$ cat config.mk
export PLATFORM = sky130hd
export DESIGN_NAME = lzd_fifo
export DESIGN_NICKNAME = d
export VERILOG_FILES = /design/src/rtl/lzd_pkg.sv /design/src/rtl/lzd_fifo.sv
export SDC_FILE = /design/constraint.sdc
export NUM_CORES = 1
export LEC_CHECK = 0
export ABC_AREA = 1
export BUFFER_PORTS_ARGS = -buffer_cell sky130_fd_sc_hd__clkbuf_2
export CORE_MARGIN = 4
export CORE_UTILIZATION = 29
export DETAILED_ROUTE_END_ITERATION = 8
export PLACE_DENSITY_LB_ADDON = 0.1
export SLEW_MARGIN = 20
export SYNTH_ARGS = -nofsm -noshare
export SYNTH_HDL_FRONTEND = slang
export SYNTH_SLANG_ARGS = --single-unit
$ cat constraint.sdc
create_clock -name clk -period 2.49 [get_ports clk]
set_input_delay 0.6225 -clock clk [delete_from_list [all_inputs] [get_ports clk]]
set_output_delay 0.6225 -clock clk [all_outputs]
set_load 0.03 [all_outputs]
$ cat src/rtl/lzd_pkg.sv
// ----------------------------------------------------------------------------
// lzd_pkg: shared types and constants of the back-reference decompressor
// Command word between parser and copy engine, status codes, state encodings.
// ----------------------------------------------------------------------------
`default_nettype none

package lzd_pkg;

  // History window, a power of two (4096 .. 131072)
  localparam int WINDOW_BYTES     = 131072;
  localparam int HIST_AW          = $clog2(WINDOW_BYTES);
  localparam int BYTES_PER_RESULT = 32;
  localparam int CHUNK            = (BYTES_PER_RESULT > 32) ? 32 : BYTES_PER_RESULT;

  localparam int QUEUE_DEPTH = 4;
  localparam int QUEUE_AW    = $clog2(QUEUE_DEPTH);

  localparam int SIZE_W = 24;
  localparam int LEN_W  = 11;
  localparam int DIST_W = 18;
  localparam int LEFT_W = 8;
  localparam int OUT_W  = 256;

  localparam logic [7:0] OP_END = 8'hFC;
  localparam logic [7:0] OP_RUN = 8'hE0;

  typedef enum logic [2:0] {
    PH_OPCODE,
    PH_BYTE2,
    PH_BYTE3,
    PH_BYTE4,
    PH_LITERALS,
    PH_TRAILING
  } lzd_phase_t;

  typedef enum logic [1:0] {
    ST_OK       = 2'd0,
    ST_BAD_REF  = 2'd1,
    ST_OVERFLOW = 2'd2,
    ST_TRUNC    = 2'd3
  } lzd_status_t;

  typedef enum logic [2:0] {
    B_IDLE,
    B_LIT,
    B_CHECK,
    B_READ,
    B_WRITE,
    B_EMIT,
    B_TAIL
  } lzd_back_state_t;

  // One command per input byte that causes any result
  typedef struct packed {
    logic              lit_en;
    logic [7:0]        lit_byte;
    logic              copy_en;
    logic [LEN_W-1:0]  copy_len;
    logic [DIST_W-1:0] copy_dist;
    logic              done;
    logic              trunc;
  } lzd_cmd_t;

  typedef struct packed {
    logic idle;
    logic below_size;
  } lzd_back_stat_t;

endpackage

`default_nettype wire

$ cat src/rtl/lzd_fifo.sv
// ----------------------------------------------------------------------------
// lzd_fifo: command queue between parser and copy engine
// Small register queue; read data shows the head entry.
// ----------------------------------------------------------------------------
`default_nettype none

module lzd_fifo (
  input  wire logic             clk,
  input  wire logic             rst,
  input  wire logic             push,
  input  wire lzd_pkg::lzd_cmd_t wdata,
  input  wire logic             pop,
  output lzd_pkg::lzd_cmd_t      rdata,
  output logic                  full,
  output logic                  empty
);
  import lzd_pkg::*;

  lzd_cmd_t                mem [QUEUE_DEPTH];
  logic [QUEUE_AW-1:0]     wr_ptr;
  logic [QUEUE_AW-1:0]     rd_ptr;
  logic [QUEUE_AW:0]       count;

  assign full  = (count == (QUEUE_AW + 1)'(QUEUE_DEPTH));
  assign empty = (count == '0);
  assign rdata = mem[rd_ptr];

  always_ff @(posedge clk) begin
    if (rst) begin
      wr_ptr <= '0;
      rd_ptr <= '0;
      count  <= '0;
    end else begin
      if (push) begin
        wr_ptr <= wr_ptr + 1'b1;
      end
      if (pop) begin
        rd_ptr <= rd_ptr + 1'b1;
      end
      if (push && !pop) begin
        count <= count + 1'b1;
      end else if (pop && !push) begin
        count <= count - 1'b1;
      end
    end
  end

  always_ff @(posedge clk) begin
    if (push) begin
      mem[wr_ptr] <= wdata;
    end
  end

  a_no_overrun: assert property (@(posedge clk) disable iff (rst) !(push && full))
    else $error("queue push while full");
  a_no_underrun: assert property (@(posedge clk) disable iff (rst) !(pop && empty))
    else $error("queue pop while empty");
  a_count_step: assert property (@(posedge clk) disable iff (rst)
      (push && !pop) |=> (count == $past(count) + 1'b1))
    else $error("queue count did not advance");

endmodule

`default_nettype wire

Yosys cells after proc, flatten, opt, wreduce, memory -nomap -nowiden
Memories as Yosys holds them, arrays and structs flattened. A register that Yosys moved wholly into a read port is not among the register bits.
Cells that the tools add are included.
{"block": "op_classes", "add_sub_neg": 4, "multipliers": 0, "div": 0, "order_cmp": 0, "eq_ne": 1, "shift": 0, "muxes": 6, "bitwise": 0, "n_reduce_logical": 6}
{"operator": "3-bit 2-to-1 mux", "count": 2}
{"operator": "2-bit by 1-bit adder with 2-bit output, second input constant", "count": 2}
{"operator": "2-bit 2-to-1 mux", "count": 2}
{"operator": "3-bit by 1-bit adder with 3-bit output, second input constant", "count": 1}
{"operator": "3-bit == test, second input constant", "count": 1}
{"operator": "3-bit logical NOT", "count": 1}
{"operator": "3-bit by 1-bit subtractor with 3-bit output, second input constant", "count": 1}
{"operator": "1-bit logical AND", "count": 2}
{"operator": "1-bit logical NOT", "count": 2}
{"operator": "1-bit 2-to-1 mux", "count": 2}
{"operator": "2-bit nonzero test", "count": 1}
{"block": "totals", "reg_bits": 7, "latchBits": 0, "ramBits": 164, "mem_bits_ro": 0, "in_bits": 45, "elab_cells": 21, "n_memories": 1}
{"memory": "mem", "words": 4, "width": 41, "rd": 1, "rd_clocked_by_memory_dff": 1, "write_ports": 1, "line_no": "lzd_fifo.sv:19", "source": "lzd_cmd_t mem [QUEUE_DEPTH];"}

Logic depth before layout (Yosys ltp)
{"block": "logic_depth", "depth_word": 4, "depth_mapped": 10}

Worst setup path after synthesis
Ideal clock, no wire load.
{"block": "synth_timing", "path_type": "in2reg", "start": "in push", "end": "mem mem[2][0] (netlist bit) (enable)", "setup_ps": 395, "arrival_ps": 1462, "slack_ps": 632, "stages": 2, "n_path_buf": 0, "path_cell_list": "nand2_1 inv_1"}
{"block": "synth_between", "elab_chain_len": 2}
{"item": "start, declared", "line_no": "lzd_fifo.sv:10", "source": "input wire logic push,"}
{"item": "1-bit 2-to-1 mux", "line_no": "lzd_fifo.sv:49", "source": "if (push) begin"}
{"item": "1-bit 2-to-1 mux (implied by the code)", "line_no": "lzd_fifo.sv:50", "source": "mem[wr_ptr] <= wdata;"}
{"item": "end, declared", "line_no": "lzd_fifo.sv:19"}
No other way between the ends.

==> results.txt <==
first-pass GRT wire length: 22,730 microns
# diodes: 0
largest net degree at the start of global routing: 53
average size of a mapped cell: 14.36 sq um
status: finished clean
Die H: 157.9 microns
initial DRC count: 254
Synth Area in Compound Gates: 10.84%
fmax: 423.1 MHz
VDD IR max: 0.0004003 V
RSZ-0062 raised after global routing: no
Num Clock Sinks: 173
die width: 157.9 microns
total area of sequential cells: 5110 sq um
adder-cell share of the synthesized area: 1.267%
remaining antenna violation count: 0
Slew @ Worst Pin: 371.4 ps
Vias per Instance: 4.673
row count: 54
synthesized flop and latch total: 173
register area share after synthesis: 78.31%
CTS clk-pin slew, worst paths: 60 ps
critical path fanouts, max: 46
final setup fails: 0
Post-Syn Nets: 505
Cells after Synth: 454
Post-layout nets: 601
port buffer count: 87
post-route minimum period: 2363 ps
CTS Hold Bufs: 0
Longest Clk Path Bufs: 2
Multi-input gate area: 1190 sq um
global-route usage over all layers: 12.29%
WL per Instance: 17.77 microns
Hold Crit Class: input port to flip-flop
total gr overflow: 0
mux share of post-synthesis cell area: 0%
post-detail-place hpwl: 8927 microns
Layout fillers: 2,111
core region area: 21,960 sq um
starting density of the core: 29.69%
kind of critical path: flip-flop to primary output
Arr. time, crit path: 1740 ps
dpl cells: 811
Placer Congestion: 0.6910
Yosys warnings: 0
period utilization: 94.91%
Synth Area in Simple Gates: 5.912%
# DRC: 0
clock skew: 7.326 ps
Slew Viols, Final: 0
main combinational cell family by area after synthesis: compound AO/OA/AOI/OAI gates
synthesized area: 6519 sq um
Max-slew headroom: 75.24%
vias in the first global route: 4,000
Final Non-Filler Cells: 843
Post-Synth XOR/XNOR Area: 0.1344%
H-tree Lvls: 4
Max-Cap Viols: 0
Final TNS setup: 0 ps
Synth cell types: 19
power density cells: 852.6 nW/um^2
leakage: 2.809 nW
drt pass-1 iters: 4
die area: 24,940 sq um
Hold Vio Cnt, Final: 0
CP endpoint kind: primary output
area delta synth->final: 21.09%
clk_lat worst skew: 420 ps
Startpoint Class: flip-flop
share of post-route cells with drive strength above 1: 24.33%
initial antenna violation count: 1
clk root buf: clkbuf_16
Total Wirelength: 14,980 microns
IO Pins: 88
TritonCTS clock tree: built
CTS buffer count: 17
Worst EP required: 1870 ps
DR vias: 3,939
[timing repair]
| action | CTS | global route |
|---|---|---|
| resized for setup | 3 | 2 |
| setup buffers | 0 | 0 |
| endpoints found under the setup margin | 4 | 13 |
[path summary, 6_finish.rpt]
kind,from,to,slack [ps],cells past startpoint
worst max-delay path,flip-flop,rdata[4],130,4
worst min-delay path,rst,count[0],370,2
worst max register to register,wr_ptr[0],mem[0][2],1080,5
worst min register to register,rd_ptr[1],flip-flop,440,1
[kinds of logic after synthesis]
logic type               count (synthesis)
AO/OA/AOI/OAI                          131
flip-flops                             173
XOR/XNOR                                 1
adder cells (fa/ha/maj)                  6
buffers and inverters                   42
AND/OR/NAND/NOR                        101
[registers in the layout, indices dropped and copies added (netlist names), named ones only]
signal / cells
rd_ptr: 2
wr_ptr: 2
count: 3
mem: 164
[per-stage QoR]
stage          total power (W)  hold WS [ps]  setup WS, ps  instance area [sq um]  utilization [%]
3_3_place_gp          0.004199         421.7         431.7                   7293            33.21
2_1_floorplan         0.003914         411.5         632.5                   6519                -
5_1_grt               0.007036         376.5        0.7319                   7894            35.95
4_1_cts               0.006835         346.3         17.58                   7886            35.91
3_5_place_dp          0.004209         424.9         432.7                   7293            33.21
6_report              0.006731         374.0         126.7                   7894            35.95
[critical path: stages, from the launching register on]
cell and delay, ps:
dfxtp_4 360, buf_6 330, o21ai_1 120, o22ai_1 240, clkbuf_2 260
[cell type report]
cell class / instances / area share [%]
sequential: 173 / 64.73
inverter: 17 / 0.8242
clock inverter: 13 / 1.886
clock buffer: 19 / 5.484
tap: 280 / 4.438
timing repair buffer: 102 / 7.561
multi-input combinational: 239 / 15.07
[routing by layer]
metal  global-route usage (%)  up-vias  routed length, microns
met2                    19.94       76                    7292
met4                    3.777        2                     155
met5                        0        -                       7
met1                    15.79     1970                    6705
met3                    3.964       13                     822
li1                         -     1878                       -
[power by group]
| part | switching, W | internal [W] | total (W) |
|---|---|---|---|
| Clock | 0.00104 | 0.00156 | 0.00260 |
| Sequential | 0.0000359 | 0.00332 | 0.00336 |
| Combinational | 0.000561 | 0.000213 | 0.000774 |
[synthesized netlist by cell type]
| cell | instances | share of area, % |
|---|---|---|
| nand3_1 | 1 | 0.077 |
| inv_2 | 2 | 0.12 |
| buf_6 | 5 | 0.86 |
| o21ai_1 | 47 | 3.6 |
| buf_2 | 16 | 1.2 |
| a21oi_1 | 3 | 0.23 |
| nand2_1 | 9 | 0.52 |
| nor2_1 | 88 | 5.1 |
| xor2_1 | 1 | 0.13 |
| ha_1 | 5 | 0.96 |
| nor3_1 | 2 | 0.15 |
| dfxtp_1 | 9 | 2.8 |
| nand4_1 | 1 | 0.096 |
| buf_4 | 4 | 0.46 |
| edfxtp_1 | 164 | 76 |
| o21ai_0 | 40 | 3.1 |
| inv_1 | 15 | 0.86 |
| o22ai_1 | 41 | 3.9 |
| fa_1 | 1 | 0.31 |
[placed cells by master, fill, tap and decap left out, types with 3 or more instances in the layout]
| master | instances |
|---|---|
| clkbuf_2 | 87 |
| bufinv_16 | 3 |
| inv_1 | 11 |
| nand2_1 | 9 |
| clkinvlp_4 | 4 |
| o21ai_1 | 47 |
| clkinv_1 | 4 |
| o22ai_1 | 40 |
| edfxtp_1 | 164 |
| o21ai_0 | 40 |
| buf_6 | 3 |
| buf_4 | 9 |
| clkbuf_16 | 17 |
| nor2_1 | 88 |
| ha_1 | 5 |
| inv_2 | 5 |
| dfxtp_1 | 7 |
| a21oi_1 | 3 |
| buf_12 | 3 |
Power figures use the tool's default switching activity.
