**src/rtl/lzd_pkg.sv**
```systemverilog
// ----------------------------------------------------------------------------
// lzd_pkg: shared types and constants of the back-reference decompressor
// Command word between parser and copy engine, status codes, state encodings.
// ----------------------------------------------------------------------------
`default_nettype none

package lzd_pkg;

  // History window, a power of two (4096 .. 131072)
  localparam int WINDOW_BYTES     = 131072;
  localparam int HIST_AW          = $clog2(WINDOW_BYTES);
  localparam int BYTES_PER_RESULT = 32;
  localparam int CHUNK            = (BYTES_PER_RESULT > 32) ? 32 : BYTES_PER_RESULT;

  localparam int QUEUE_DEPTH = 4;
  localparam int QUEUE_AW    = $clog2(QUEUE_DEPTH);

  localparam int SIZE_W = 24;
  localparam int LEN_W  = 11;
  localparam int DIST_W = 18;
  localparam int LEFT_W = 8;
  localparam int OUT_W  = 256;

  localparam logic [7:0] OP_END = 8'hFC;
  localparam logic [7:0] OP_RUN = 8'hE0;

  typedef enum logic [2:0] {
    PH_OPCODE,
    PH_BYTE2,
    PH_BYTE3,
    PH_BYTE4,
    PH_LITERALS,
    PH_TRAILING
  } lzd_phase_t;

  typedef enum logic [1:0] {
    ST_OK       = 2'd0,
    ST_BAD_REF  = 2'd1,
    ST_OVERFLOW = 2'd2,
    ST_TRUNC    = 2'd3
  } lzd_status_t;

  typedef enum logic [2:0] {
    B_IDLE,
    B_LIT,
    B_CHECK,
    B_READ,
    B_WRITE,
    B_EMIT,
    B_TAIL
  } lzd_back_state_t;

  // One command per input byte that causes any result
  typedef struct packed {
    logic              lit_en;
    logic [7:0]        lit_byte;
    logic              copy_en;
    logic [LEN_W-1:0]  copy_len;
    logic [DIST_W-1:0] copy_dist;
    logic              done;
    logic              trunc;
  } lzd_cmd_t;

  typedef struct packed {
    logic idle;
    logic below_size;
  } lzd_back_stat_t;

endpackage

`default_nettype wire

```
**src/rtl/lzd_front.sv**
```systemverilog
// ----------------------------------------------------------------------------
// lzd_front: opcode parser
// Takes one compressed byte per cycle while in_stall is low, tracks the opcode phase and queues
// literal / copy / end-of-stream requests for the copy engine.
// ----------------------------------------------------------------------------
`default_nettype none

module lzd_front (
  input  wire logic                   clk,
  input  wire logic                   rst,
  input  wire logic [7:0]             compressed_byte,
  input  wire logic                   last_byte,
  input  wire logic                   in_valid,
  output logic                        in_stall,
  input  wire lzd_pkg::lzd_back_stat_t stat,
  input  wire logic                   fifo_full,
  input  wire logic                   fifo_empty,
  output logic                        push,
  output lzd_pkg::lzd_cmd_t            cmd
);
  import lzd_pkg::*;

  lzd_phase_t         phase, phase_next;
  logic [7:0]         ob0, ob0_next;
  logic [7:0]         ob1, ob1_next;
  logic [7:0]         ob2, ob2_next;
  logic [LEFT_W-1:0]  lits_left, lits_left_next;
  logic [LEN_W-1:0]   pend_len, pend_len_next;
  logic [DIST_W-1:0]  pend_dist, pend_dist_next;
  logic               finished, finished_next;

  logic               is_end, is_run, end_wait, accept, work;
  logic               is_done, is_trunc, trailing_ok;
  logic [7:0]         d_b2, d_b3;
  logic [1:0]         d_plain;
  logic [LEN_W-1:0]   d_len;
  logic [DIST_W-1:0]  d_dist;
  logic               decode_now;

  assign is_end      = (compressed_byte >= OP_END);
  assign is_run      = (compressed_byte >= OP_RUN) && !is_end;
  assign trailing_ok = stat.below_size && (compressed_byte[1:0] != 2'b00);

  // End opcode needs the final output count: wait until the engine drains.
  assign end_wait = in_valid && !finished && (phase == PH_OPCODE) && is_end &&
                    !(stat.idle && fifo_empty);
  assign in_stall = fifo_full || end_wait;
  assign accept   = in_valid && !in_stall;
  assign work     = accept && !finished;

  assign d_b2 = (phase == PH_BYTE2) ? compressed_byte : ob1;
  assign d_b3 = (phase == PH_BYTE3) ? compressed_byte : ob2;

  assign decode_now = ((phase == PH_BYTE2) && !ob0[7]) ||
                      ((phase == PH_BYTE3) && (ob0[7:6] == 2'b10)) ||
                      (phase == PH_BYTE4);

  always_comb begin
    if (!ob0[7]) begin
      d_plain = ob0[1:0];
      d_len   = LEN_W'(ob0[4:2]) + 11'd3;
      d_dist  = DIST_W'({ob0[6:5], d_b2}) + 18'd1;
    end else if (!ob0[6]) begin
      d_plain = d_b2[7:6];
      d_len   = LEN_W'(ob0[5:0]) + 11'd4;
      d_dist  = DIST_W'({d_b2[5:0], d_b3}) + 18'd1;
    end else begin
      d_plain = ob0[1:0];
      d_len   = LEN_W'({ob0[3:2], compressed_byte}) + 11'd5;
      d_dist  = DIST_W'({ob0[4], d_b2, d_b3}) + 18'd1;
    end
  end

  // Next phase
  always_comb begin
    phase_next = phase;
    if (work) begin
      unique case (phase) inside
        PH_OPCODE: begin
          if (is_end) begin
            phase_next = trailing_ok ? PH_TRAILING : PH_OPCODE;
          end else if (is_run) begin
            phase_next = PH_LITERALS;
          end else begin
            phase_next = PH_BYTE2;
          end
        end
        PH_BYTE2, PH_BYTE3, PH_BYTE4: begin
          if (decode_now) begin
            phase_next = (d_plain != 2'b00) ? PH_LITERALS : PH_OPCODE;
          end else begin
            phase_next = (phase == PH_BYTE2) ? PH_BYTE3 : PH_BYTE4;
          end
        end
        PH_LITERALS, PH_TRAILING: begin
          if (lits_left == LEFT_W'(1)) begin
            phase_next = PH_OPCODE;
          end
        end
        default: phase_next = PH_OPCODE;
      endcase
    end
  end

  // Command and datapath
  always_comb begin
    cmd            = '0;
    ob0_next       = ob0;
    ob1_next       = ob1;
    ob2_next       = ob2;
    lits_left_next = lits_left;
    pend_len_next  = pend_len;
    pend_dist_next = pend_dist;
    finished_next  = finished;
    is_done        = 1'b0;
    is_trunc       = 1'b0;
    if (work) begin
      unique case (phase) inside
        PH_OPCODE: begin
          if (is_end) begin
            if (trailing_ok) begin
              lits_left_next = LEFT_W'(compressed_byte[1:0]);
            end else begin
              is_done = 1'b1;
            end
          end else if (is_run) begin
            lits_left_next = {1'b0, compressed_byte[4:0], 2'b00} + 8'd4;
            pend_len_next  = '0;
          end else begin
            ob0_next = compressed_byte;
          end
        end
        PH_BYTE2, PH_BYTE3, PH_BYTE4: begin
          if (phase == PH_BYTE2) begin
            ob1_next = compressed_byte;
          end
          if (phase == PH_BYTE3) begin
            ob2_next = compressed_byte;
          end
          if (decode_now) begin
            if (d_plain != 2'b00) begin
              lits_left_next = LEFT_W'(d_plain);
              pend_len_next  = d_len;
              pend_dist_next = d_dist;
            end else begin
              cmd.copy_en   = 1'b1;
              cmd.copy_len  = d_len;
              cmd.copy_dist = d_dist;
            end
          end
        end
        PH_LITERALS, PH_TRAILING: begin
          cmd.lit_en     = 1'b1;
          cmd.lit_byte   = compressed_byte;
          lits_left_next = lits_left - 1'b1;
          if (lits_left == LEFT_W'(1)) begin
            if (phase == PH_TRAILING) begin
              is_done = 1'b1;
            end else begin
              cmd.copy_en   = (pend_len != '0);
              cmd.copy_len  = pend_len;
              cmd.copy_dist = pend_dist;
              pend_len_next = '0;
            end
          end
        end
        default: ;
      endcase
      if (!is_done && last_byte) begin
        if (phase_next == PH_OPCODE) begin
          is_done = 1'b1;
        end else begin
          is_trunc = 1'b1;
        end
      end
      cmd.done      = is_done;
      cmd.trunc     = is_trunc;
      finished_next = is_done || is_trunc;
    end
  end

  assign push = work && (cmd.lit_en || cmd.copy_en || is_done || is_trunc);

  always_ff @(posedge clk) begin
    if (rst) begin
      phase     <= PH_OPCODE;
      finished  <= 1'b0;
      lits_left <= '0;
      pend_len  <= '0;
    end else begin
      phase     <= phase_next;
      finished  <= finished_next;
      lits_left <= lits_left_next;
      pend_len  <= pend_len_next;
    end
  end

  always_ff @(posedge clk) begin
    ob0       <= ob0_next;
    ob1       <= ob1_next;
    ob2       <= ob2_next;
    pend_dist <= pend_dist_next;
  end

  a_no_push_when_full: assert property (@(posedge clk) disable iff (rst)
      !(push && fifo_full))
    else $error("parser pushed into a full queue");
  a_quiet_after_finish: assert property (@(posedge clk) disable iff (rst)
      finished |-> !push)
    else $error("request after stream finished");
  a_lits_in_run: assert property (@(posedge clk) disable iff (rst)
      (phase == PH_LITERALS || phase == PH_TRAILING) |-> (lits_left != '0))
    else $error("literal phase with no literals left");

endmodule

`default_nettype wire

```
**config.mk**
```make
export PLATFORM = sky130hd
export DESIGN_NAME = lzd_front
export DESIGN_NICKNAME = d
export VERILOG_FILES = /design/src/rtl/lzd_pkg.sv /design/src/rtl/lzd_front.sv
export SDC_FILE = /design/constraint.sdc
export NUM_CORES = 1
export LEC_CHECK = 0
export ABC_AREA = 1
export BUFFER_PORTS_ARGS = -buffer_cell sky130_fd_sc_hd__buf_2
export CAP_MARGIN = 25
export CORE_ASPECT_RATIO = 0.5
export CORE_MARGIN = 2
export CORE_UTILIZATION = 64
export DETAILED_ROUTE_END_ITERATION = 10
export PLACE_DENSITY = 0.87
export SYNTH_ARGS = -nofsm -noshare
export SYNTH_HDL_FRONTEND = slang
export SYNTH_SLANG_ARGS = --single-unit
```
**constraint.sdc**
```tcl
create_clock -name clk -period 4.1 [get_ports clk]
set_clock_uncertainty 0.05 [all_clocks]
set_input_delay 0.82 -clock clk [delete_from_list [all_inputs] [get_ports clk]]
set_output_delay 0.82 -clock clk [all_outputs]
set_load 0.01 [all_outputs]
```
# After elaboration in Yosys (flattened, before gate mapping)
# Index checks and enable logic that the tools add are counted.
# classes
addsub,8
magnitude_cmp,2
n_eq_ne,15
muxes,51
bitwise,2
reduce_logical,39
# op_table
cell,count
$mux 30,4
$mux 11,8
$pmux 30 s2,1
$mux 8,7
$mux 41,1
$mux 18,2
$pmux 11 s3,1
$pmux 8 s3,1
$mux 3,7
$add 17x1->18 const B,1
$ge 8x8->1 const B,2
$add 14x1->15 const B,1
$mux 1,14
$logic_and 1x1->1,13
$ne 2x2->1 const B,6
$add 10x1->11 const B,1
$add 10x3->11 const B,1
$reduce_bool 11->1,1
$mux 9,1
$pmux 3 s3,1
$add 7x3->8 const B,1
$eq 8x1->1 const B,1
$reduce_and 4->1,2
$reduce_and 8->1,1
other kinds (20),38
# word_totals
register_bits,65
in_bits,16
out_inout_bits,43
word_cells,125

# Longest topological paths before layout
# Gate-level depths: netlist (run 1).
# logic_depth
word_depth,19
mapped_depth,16
ltp_nobuf,16

# Worst setup path after synthesis (run 1)
# Ideal clock, no wire load.
# synth_path
path_type,input-to-output
start,input compressed_byte[3]
end,output cmd[12] (netlist name)
t_arrival_ps,2159
t_required_ps,3230
setup_slack_ps,1071
cell_stages,10
n_path_buf,3
cell_sequence,buf_2 > nand3_1 > nor2_2 > nand3_2 > nand4_2 > a21oi_1 > inv_1 > buf_2 > buf_2 > a21oi_1
# synth_lines
element,line,source
from (decl),lzd_front.sv:11,"input wire logic [7:0] compressed_byte,"
to (decl),lzd_front.sv:19,output lzd_pkg::lzd_cmd_t cmd

==> results of run 1 <==
## layout make-up
type	instances	area, µm²
clock buffer	9	225.2
multi-input combinational	555	2821
timing repair buffer	65	342.8
sequential	65	1722
fill	575	1809
clock inverter	7	70.07
tap	108	135.1
inverter	87	334.1
## synthesized netlist by cell type (8+ instances only)
library cell,count
nor2_1,72
dfxtp_1,23
edfxtp_1,42
nand4_1,14
nand2_2,24
ha_1,8
clkbuf_1,9
inv_1,79
a21oi_1,55
o21ai_0,26
nand3_1,54
nor3_1,11
nor2_4,10
nand2_1,221
## kinds of logic (layout without fill, tap and decap cells)
kind of cell | after synthesis | after routing | synth area share
buffers and inverters | 110 | 168 | 0.09546
and+or+nand+nor | 436 | 436 | 0.4125
DFF | 65 | 65 | 0.3430
AOI/OAI and AO/OA | 108 | 108 | 0.1239
xor gates and xnor gates | 3 | 3 | 0.005235
adders and majority gates | 8 | 8 | 0.01994
## worst register-to-register path, cell delays in order, from the launching register on
cell and delay [ns]:
dfxtp_1 0.71, nor2_8 0.12, nand2_4 0.18, o21ai_2 0.15, inv_1 0.15, ha_1 0.20
inv_1 0.07, nor2_2 0.15, nand2_1 0.10, nor2_1 0.17, nand2_1 0.07, nand2_1 0.08
nand2_1 0.07, and2_1 0.15
## how the worst max path moves through the flow
stage	endpoint	slack, ns	startpoint	cells past startpoint
6_report	cmd[18]	0.27	phase[1]	12
5_1_grt	cmd[16]	0.06	phase[1]	12
4_1_cts	cmd[18]	0.34	phase[1]	12
3_5_place_dp	cmd[8]	0.61	compressed_byte[0]	14
3_3_place_gp	cmd[8]	0.61	compressed_byte[0]	14
2_1_floorplan	cmd[12]	1.07	compressed_byte[3]	10
## through the flow
step / total power, mW / setup WS, ns / util / hold WS [ns]
floorplan: 1.016 / 1.071 / - / 0.4039
global placement: 1.098 / 0.6125 / 0.7179 / 0.4194
detailed placement: 1.105 / 0.6150 / 0.7179 / 0.4266
CTS: 1.868 / 0.3442 / 0.7575 / 0.4353
global route: 1.952 / 0.06337 / 0.7575 / 0.4574
finish: 1.881 / 0.2708 / 0.7575 / 0.4352
## registers in the layout, indices dropped and copies added (netlist names)
register,count
phase,3
pend_dist,18
ob0,8
ob1,8
lits_left,8
pend_len,11
finished,1
ob2,8
## power groups by stage
| stage | Combinational, mW | Clock (mW) | Sequential, mW |
|---|---|---|---|
| floorplan | 0.270 | 0 | 0.746 |
| finish | 0.363 | 0.775 | 0.743 |
| detailed placement | 0.349 | 0 | 0.755 |
| global route | 0.396 | 0.812 | 0.744 |
| global placement | 0.343 | 0 | 0.754 |
| CTS | 0.352 | 0.774 | 0.742 |
## per-layer routing
metal  part of all wire  wire length, µm  vias up  global-route usage
li1                   -                -     2493                   -
met1               0.44             6220     2346              0.4717
met2               0.43             6083      307              0.5368
met3               0.11             1525       33             0.08112
met4              0.018              259        0             0.09783
met5                  0                0        -                   0
==> results.md, run 1 <==
* Status: completed
* Die W at 129.2 µm
* Post-Place Cell Area at about 5400 µm²
* Post-cts resize count at 0
* CP dominant cell by count: nand2_2
* DRT Wirelength at about 14000 µm
* Aggregate global-route resource usage at 0.3413
* Crit-path cells: nand3_4 -> nand2_1 -> o21ai_2 -> inv_1 -> ha_1 -> nand2_2 -> nor2_4 -> nand2_2 -> o21ai_1 -> nand4_1 -> a21oi_1 -> buf_2
* Routed wire per std cell at around 16 µm
* Max-cap violation count at 0
* CTS sink count at 65
* Fin nets at ~810
* Most frequent cells in the layout: 221 x nand2_1, 79 x inv_1, 71 x nor2_1
* Cell Rows at 22
* First-pass GRT wire length at around 22000 µm
* Critical Path Source Type: register
* Reg-to-Reg End: pend_dist[8]
* Required time worst endpoint at around 3.2 ns
* Syn Nets at 754
* Yosys reg bits at 65
* Tcrit/Tclk final at 0.9339
* Detail Route Antenna Nets at 0
* P_leak at 2.479 nW
* Mapped cell area at roughly 5000 µm²
* Initial antenna violation count at 0
* Placer Congestion at 0.9363
* Final min period at 3.829 ns
* N_diodes at 0
* Hold endpoint: lits_left[0]
* Top post-synthesis cells by area: edfxtp_1 25%, nand2_1 17%, dfxtp_1 9.2%
* Critical path endpoint category: output pin
* Vias in the first global route at around 4600
* Initial Util at 0.6729
* Hold-critical path depth at 2
* Total Die Area at about 8600 µm²
* Logic pwr share at 0.193
* Max Buffers Root-to-Sink at 2
* Worst Tran Pin Value at between 0.8 and 0.9 ns
* Initial DRC Count at between 600 and 700
* Synth-to-layout area growth at 12.56%
* Hold buffer count at cts at 0
* Synth Flop Type: edfxtp_1
* Commonest non-fill, non-tap cell in the layout: nand2_1
* Slowest CP cell: dfxtp_1
* Layout cells sized above 1 at 0.1865
* Max-slew violation count at 0
* Cell count after synthesis at 730
* CP Max Fanout at 13
* Post-CTS setup buffer count at 0
* Critical Path AT at 2.96 ns
* Setup TNS at 0 ns
* Slew headroom at 0.4156
* Core area at roughly 7500 µm²
* Yosys Warn Count at 0
* Routed via count at between 5000 and 6000
* Congestion Overflow GR at 0
* HP Start: lits_left[0]
* Synth area leader: edfxtp_1
* CTS tree: done
* Chip Height at ~67 µm
* Sw Share at 0.3116
* Async S/R FF share, synth at 0
* Htree depth at 3
* Seq pwr share at 0.395
* Fmax at ~0.26 GHz
* PD cells at approximately 330 nW/µm²
* Peak supply drop at about 0.00023 V
* FF-to-FF setup slack at approximately 1.4 ns
* Cts bufs inserted at 9
* RSZ-0062 raised after global routing: no
* Final setup vio count at 0
* CP delay by family, top: simple AND/OR/NAND/NOR gates
* Post-Syn Area per Cell at around 6.9 µm²
* DP Cell Count at 880
* DR pass1 iterations at 5
* Via/cell ratio at between 5 and 6
* Worst Hold Class: reg2reg
* Post-synthesis cell type count at 48
* Number of synthesized flops with an enable pin at 42
* Final hold vios at 0
* Clock transition at the registers of the reported paths at about 0.060 ns
* Root buffer cell: clkbuf_16
* Reg-to-Reg Start: phase[1]
* Worst-Skew Late Latency at around 0.34 ns
* DRC at 0
* Clock power share at 0.412
* Internal Power at 1.295 mW
* Crit Path Class: reg2out
* Ports at roughly 60
* FF-to-FF path depth at 13
* Number of port buffers at 58
* Top cell type's share of synthesized area at 0.2512
* Non-Filler Instances at 896
* Hpwl dp at around 10000 µm
* Slowest stage delay, CP at between 0.7 and 0.8 ns
* Buf+Inv Stages, Crit Path at 2
* Sequential element share of the synthesized area at 0.3430
* Largest net degree at the start of global routing at 31
* Net Switching at just under 0.6 mW
* Final instance area at about 5700 µm²
(Power assumes the default switching activity.)
==> run 2, diff against run 1 <==
Settings changed: ABC_AREA 1 to not set, PLACE_DENSITY 0.87 to 0.88.
==> results.md, run 2 <==
* Status: completed
* Met2 Use GR at 0.5383
* Non-Filler Instances at between 700 and 800
* CP Max Fanout at 6
* FF-to-FF setup slack at 1.07 ns
* Detail Route Antenna Nets at 0
* Slew headroom at 0.3168
* DRT Wirelength at around 14000 µm
* DR pass1 iterations at 5
* Ports at between 50 and 60
* Count leader, synth: nand2_1
* Worst Tran Pin Value at a little over 1 ns
* Largest net degree at the start of global routing at 24
* Routed via count at 4805
* Worst-Skew Late Latency at roughly 0.34 ns
* Synth area leader: edfxtp_1
* Top cell type's share of synthesized area at 0.2637
* Cell Rows at 22
* Commonest non-fill, non-tap cell in the layout: nand2_1
* Max-slew violation count at 0
* Final min period at roughly 4 ns
* Tcrit/Tclk final at 0.9734
* Congestion Overflow GR at 0
* Max-cap violation count at 0
* Yosys reg bits at 65
* GRT busiest layer: met2
* Initial DRC Count at between 600 and 700
* Top post-synthesis cells by area: edfxtp_1 26%, dfxtp_1 9.6%, nand2_1 5.4%
* Aggregate global-route resource usage at 0.3577
* CTS sink count at between 60 and 70
* Chip Height at approximately 65 µm
* Fin Hold WS at 0.4189 ns
* N_diodes at 0
* Util after Layout at 0.7484
* Hold buffer count at cts at 0
* Hold-critical path depth at 2
* Total Die Area at 8222 µm²
* First-pass GRT wire length at around 23000 µm
* Critical Path Source Type: register
* Cell count after synthesis at about 570
* Post-cts resize count at 0
* Async S/R FF share, synth at 0
* Crit Path Class: reg2out
* Reg with most FFs: pend_dist
* Final Power at roughly 1.8 mW
* Hold endpoint: pend_len[4]
* Clock transition at the registers of the reported paths at approximately 0.05 ns
* Syn Nets at between 500 and 600
* Yosys Warn Count at 0
* Largest regs: pend_dist x18, pend_len x11
* Routed wire per std cell at 19.96 µm
* Via/cell ratio at around 6.7
* Most frequent cells in the layout: 69 x nand2_1, 58 x buf_2, 57 x nor2_1
* Worst Hold Class: reg2reg
* Die W at approximately 130 µm
* Peak supply drop at between 0.0002 and 0.0003 V
* Critical Path AT at around 3.1 ns
* Grt met1 use at 0.5107
* DP Cell Count at around 700
* Post-Syn Area per Cell at roughly 8.4 µm²
* Reg-to-Reg End: pend_dist[4]
* Required time worst endpoint at 3.23 ns
* Final setup vio count at 0
* Synth Flop Type: edfxtp_1
* HP Start: pend_len[4]
* Met3 usage at 0.08632
* Synth-to-layout area growth at 14.15%
* Number of synthesized flops with an enable pin at 42
* PD cells at between 300 and 400 nW/µm²
* P_leak at roughly 2.1 nW
* FF-to-FF path depth at 4
* Vias in the first global route at 4295
* Placer Congestion at 0.9800
* Post-synthesis cell type count at 72
* Number of port buffers at 58
* Mapped cell area at between 4000 and 5000 µm²
* Cts bufs inserted at 9
* Reg-to-Reg Start: ob0[7]
* Layout cells sized above 1 at 0.1833
* Critical path endpoint category: output pin
* Initial antenna violation count at 0
* DRC at 0
* Core area at roughly 7300 µm²
* Flip-flop count of the largest register after layout at 18
* Synth cell count leaders: 69 x nand2_1, 57 x nor2_1, 42 x edfxtp_1
* Fmax at 0.2506 GHz
* Setup TNS at 0 ns
* Post-CTS setup buffer count at 0
* Sequential element share of the synthesized area at 0.3600
* Htree depth at 3
* Hpwl dp at slightly above 10000 µm
* Final hold vios at 0
* Initial Util at 0.6556
* Root buffer cell: clkbuf_16
* Max Buffers Root-to-Sink at 2
* Fin nets at between 600 and 700
* CTS tree: done
==> run 2: cell count changes after synthesis, sizes merged, moves of 9 or more <==
cell | previous run | this run
nand3 | 61 | 32
clkbuf | 9 | 19
inv | 86 | 23
mux2i | 0 | 10
and3 | 1 | 10
nand2 | 248 | 69
nor2 | 89 | 57
xor2 | 2 | 18
xnor2 | 1 | 21
a21oi | 55 | 42
==> run 2: worst max-delay path, stage by stage, from the launching register on <==
cell and delay [ns]:
dfxtp_1 0.41, or3b_1 0.52, mux2i_1 0.42, inv_1 0.17
ha_1 0.31, inv_1 0.19, nor2_1 0.09, xnor2_1 0.13
a21oi_1 0.23, a22o_1 0.18, buf_2 0.12
==> run 2: worst max path at each step <==
stage,from,end,slack (ns),depth (start not counted)
detailed placement,compressed_byte[0],cmd[16],0.31,10
global placement,compressed_byte[2],cmd[1],0.38,8
global route,phase[1],cmd[6],-0.007,12
floorplan,compressed_byte[0],cmd[16],0.68,9
CTS,phase[1],cmd[6],0.05,12
finish,phase[0],cmd[6],0.11,10
==> run 2: metal layers <==
metal  share of wire  vias up
met2            0.43      314
met4           0.027        0
met5               0        -
met3            0.11       47
met1            0.43     2263
li1                -     2181
==> run 2: kinds of logic (layout without fill, tap and decap cells) <==
logic type,after synthesis,count (layout),share of synthesized area
multiplexers,15,15,0.03427
adder cells (fa/ha/maj),8,8,0.02093
AND/OR/NAND/NOR,239,239,0.2496
XOR/XNOR,39,39,0.07143
AO/OA/AOI/OAI,140,140,0.2062
buffers and inverters,63,116,0.05756
flip-flops,65,65,0.3600
==> run 2: cell type report <==
type / count / area [µm²]
well taps: 96 / 120.1
fillers: 543 / 1836
multi-input cells: 441 / 2788
clock buffers: 9 / 225.2
repair buffers: 77 / 432.9
flip-flops and latches: 65 / 1722
inverters: 23 / 86.33
clock inverters: 7 / 85.08
==> run 2: per-stage QoR <==
step,instance area (µm²),setup slack [ns]
after floorplan,4782,0.6805
after global placement,5146,0.3843
after detailed placement,5146,0.3096
after CTS,5456,0.05490
after global routing,5459,-0.006515
final,5459,0.1090
==> run 2: power by group <==
part | switching (mW) | leakage, nW | total [mW] | internal, mW
Clock | 0.298 | 0.152 | 0.824 | 0.526
Combinational | 0.189 | 1.39 | 0.281 | 0.0926
Sequential | 0.0184 | 0.570 | 0.733 | 0.715
Total | 0.505 | 2.11 | 1.84 | 1.33
==> run 3, diff against run 2 <==
Settings changed: CORE_UTILIZATION 64 to 53, PLACE_DENSITY 0.88 to 0.78.
Clock period 4.1 ns to 3.6 ns, I/O delays scaled along.
==> results.md, run 3 (synthesis results as in run 2) <==
* Status: completed
* CP dominant cell by count: nand2_1
* Placer Congestion at 0.9495
* Hold-critical path depth at 2
* Detail Route Antenna Nets at 0
* Critical Path Stages at 8
* Commonest non-fill, non-tap cell in the layout: nand2_1
* Critical Path AT at 2.74 ns
* Hpwl dp at 10300 µm
* Flip-flop count of the largest register after layout at 18
* Buf+Inv Stages, Crit Path at 2
* DP Worst Slack at approximately 0.22 ns
* DRT Wirelength at 14490 µm
* Max-cap violation count at 0
* Slew headroom at 0.3817
* Max-slew violation count at 0
* Synth-to-layout area growth at 18.86%
* Via/cell ratio at roughly 6.3
* Fin nets at 660
* Critical path endpoint category: output pin
* Hold buffer count at cts at 0
* FF-to-FF path depth at 8
* Peak supply drop at between 0.0002 and 0.0003 V
* Core area at 8738 µm²
* Initial DRC Count at 781
* Initial Util at 0.5473
* Reg with most FFs: pend_dist
* Htree depth at 3
* Cts bufs inserted at 9
* First-pass GRT wire length at ~23000 µm
* Initial antenna violation count at 0
* Logic pwr share at 0.160
* Final hold vios at 0
* Required time worst endpoint at 2.83 ns
* Seq pwr share at 0.395
* Most frequent cells in the layout: 69 x nand2_1, 58 x buf_2, 57 x nor2_1
* CP Max Fanout at 12
* Vias in the first global route at 4511
* Cell Rows at 24
* Max Buffers Root-to-Sink at 2
* Crit-path cells: or3b_4 -> buf_4 -> or4_4 -> nand2_1 -> nand2_1 -> xnor2_2 -> a32o_1 -> buf_2
* Layout cells sized above 1 at 0.2281
* CTS tree: done
* Die W at between 100 and 150 µm
* Routed via count at around 4800
* PD cells at around 370 nW/µm²
* Worst Hold Class: reg2reg
* Final setup vio count at 0
* Net Switching at 0.5752 mW
* Fmax at between 0.2 and 0.3 GHz
* Congestion Overflow GR at 0
* Largest net degree at the start of global routing at 24
* Clock power share at 0.445
* Aggregate global-route resource usage at 0.2997
* Internal Power at ~1.5 mW
* Number of port buffers at 58
* P_leak at ~2.2 nW
* RSZ-0062 raised after global routing: no
* Tcrit/Tclk final at 0.9738
* Post-route worst setup slack at roughly 0.094 ns
* Worst Tran Pin Value at 0.9275 ns
* Setup TNS at 0 ns
* Root buffer cell: clkbuf_16
* Worst-Skew Late Latency at around 0.34 ns
* Slowest CP cell: or4_4
* Slowest stage delay, CP at around 0.56 ns
* Largest regs: pend_dist x18, pend_len x11
* Total Die Area at 9845 µm²
* Critical Path Source Type: register
* N_diodes at 0
* Clock transition at the registers of the reported paths at about 0.060 ns
* Chip Height at slightly above 70 µm
* Final min period at 3.506 ns
* Ports at 59
* DRC at 0
* DR pass1 iterations at 6
* Sw Share at 0.2722
* Crit Path Class: reg2out
* CP delay by family, top: simple AND/OR/NAND/NOR gates
* Routed wire per std cell at 19.14 µm
* CTS sink count at between 60 and 70
-- run 3: final cells by class --
type                            instances  area, µm²
Multi-Input combinational cell        441       2841
Tap cell                              117      146.4
Inverter                               23      86.33
Clock buffer                           10      229.0
Clock inverter                          5      81.33
Sequential cell                        65       1724
Timing Repair Buffer                   96      575.6
Fill cell                             716       3054
-- run 3: path summary, 6_finish.rpt --
check                end  slack [ns]        start
max reg2reg       ob2[3]        0.91     phase[2]
max              cmd[15]        0.09     phase[2]
min          pend_len[6]        0.42  pend_len[6]
min reg2reg  pend_len[6]        0.42  pend_len[6]
-- run 3: what timing repair did --
action | CTS | global route
cloned | 0 | 0
pin swaps | 0 | 1
setup endpoints to repair | 8 | 22
buffers inserted | 0 | 2
resized for setup | 6 | 11
-- run 3: worst reg2reg max path, stage by stage, from the launching register on --
cell	delay (ns)
dfxtp_1	0.38
buf_4	0.22
or3_1	0.45
a2111oi_2	0.35
buf_4	0.20
nand2b_1	0.28
buf_4	0.18
nor2_1	0.05
buf_4	0.25
-- run 3: stage by stage --
step	utilization	total power, mW	hold slack [ns]	std cells	cell area, µm²
floorplan	-	1.066	0.3950	569	4782
global placement	0.6065	1.162	0.4068	740	5300
detailed placement	0.6065	1.167	0.4123	740	5300
CTS	0.6433	2.100	0.4206	755	5622
global route	0.6505	2.170	0.4397	757	5684
finish	0.6505	2.113	0.4224	757	5684
-- run 3: per-layer routing --
metal  GRT usage  vias to the layer above  part of all wire
li1            -                     2223                 -
met5           0                        -                 0
met3     0.06229                       41             0.090
met4      0.1315                        0             0.025
met2      0.4494                      264              0.44
met1      0.4235                     2262              0.45
-- run 3: power groups by stage --
stage / sequential [mW] / combinational [mW] / clock [mW]
global route: 0.836 / 0.367 / 0.967
finish: 0.834 / 0.339 / 0.940
floorplan: 0.840 / 0.227 / 0
detailed placement: 0.849 / 0.318 / 0
CTS: 0.834 / 0.324 / 0.943
global placement: 0.848 / 0.314 / 0
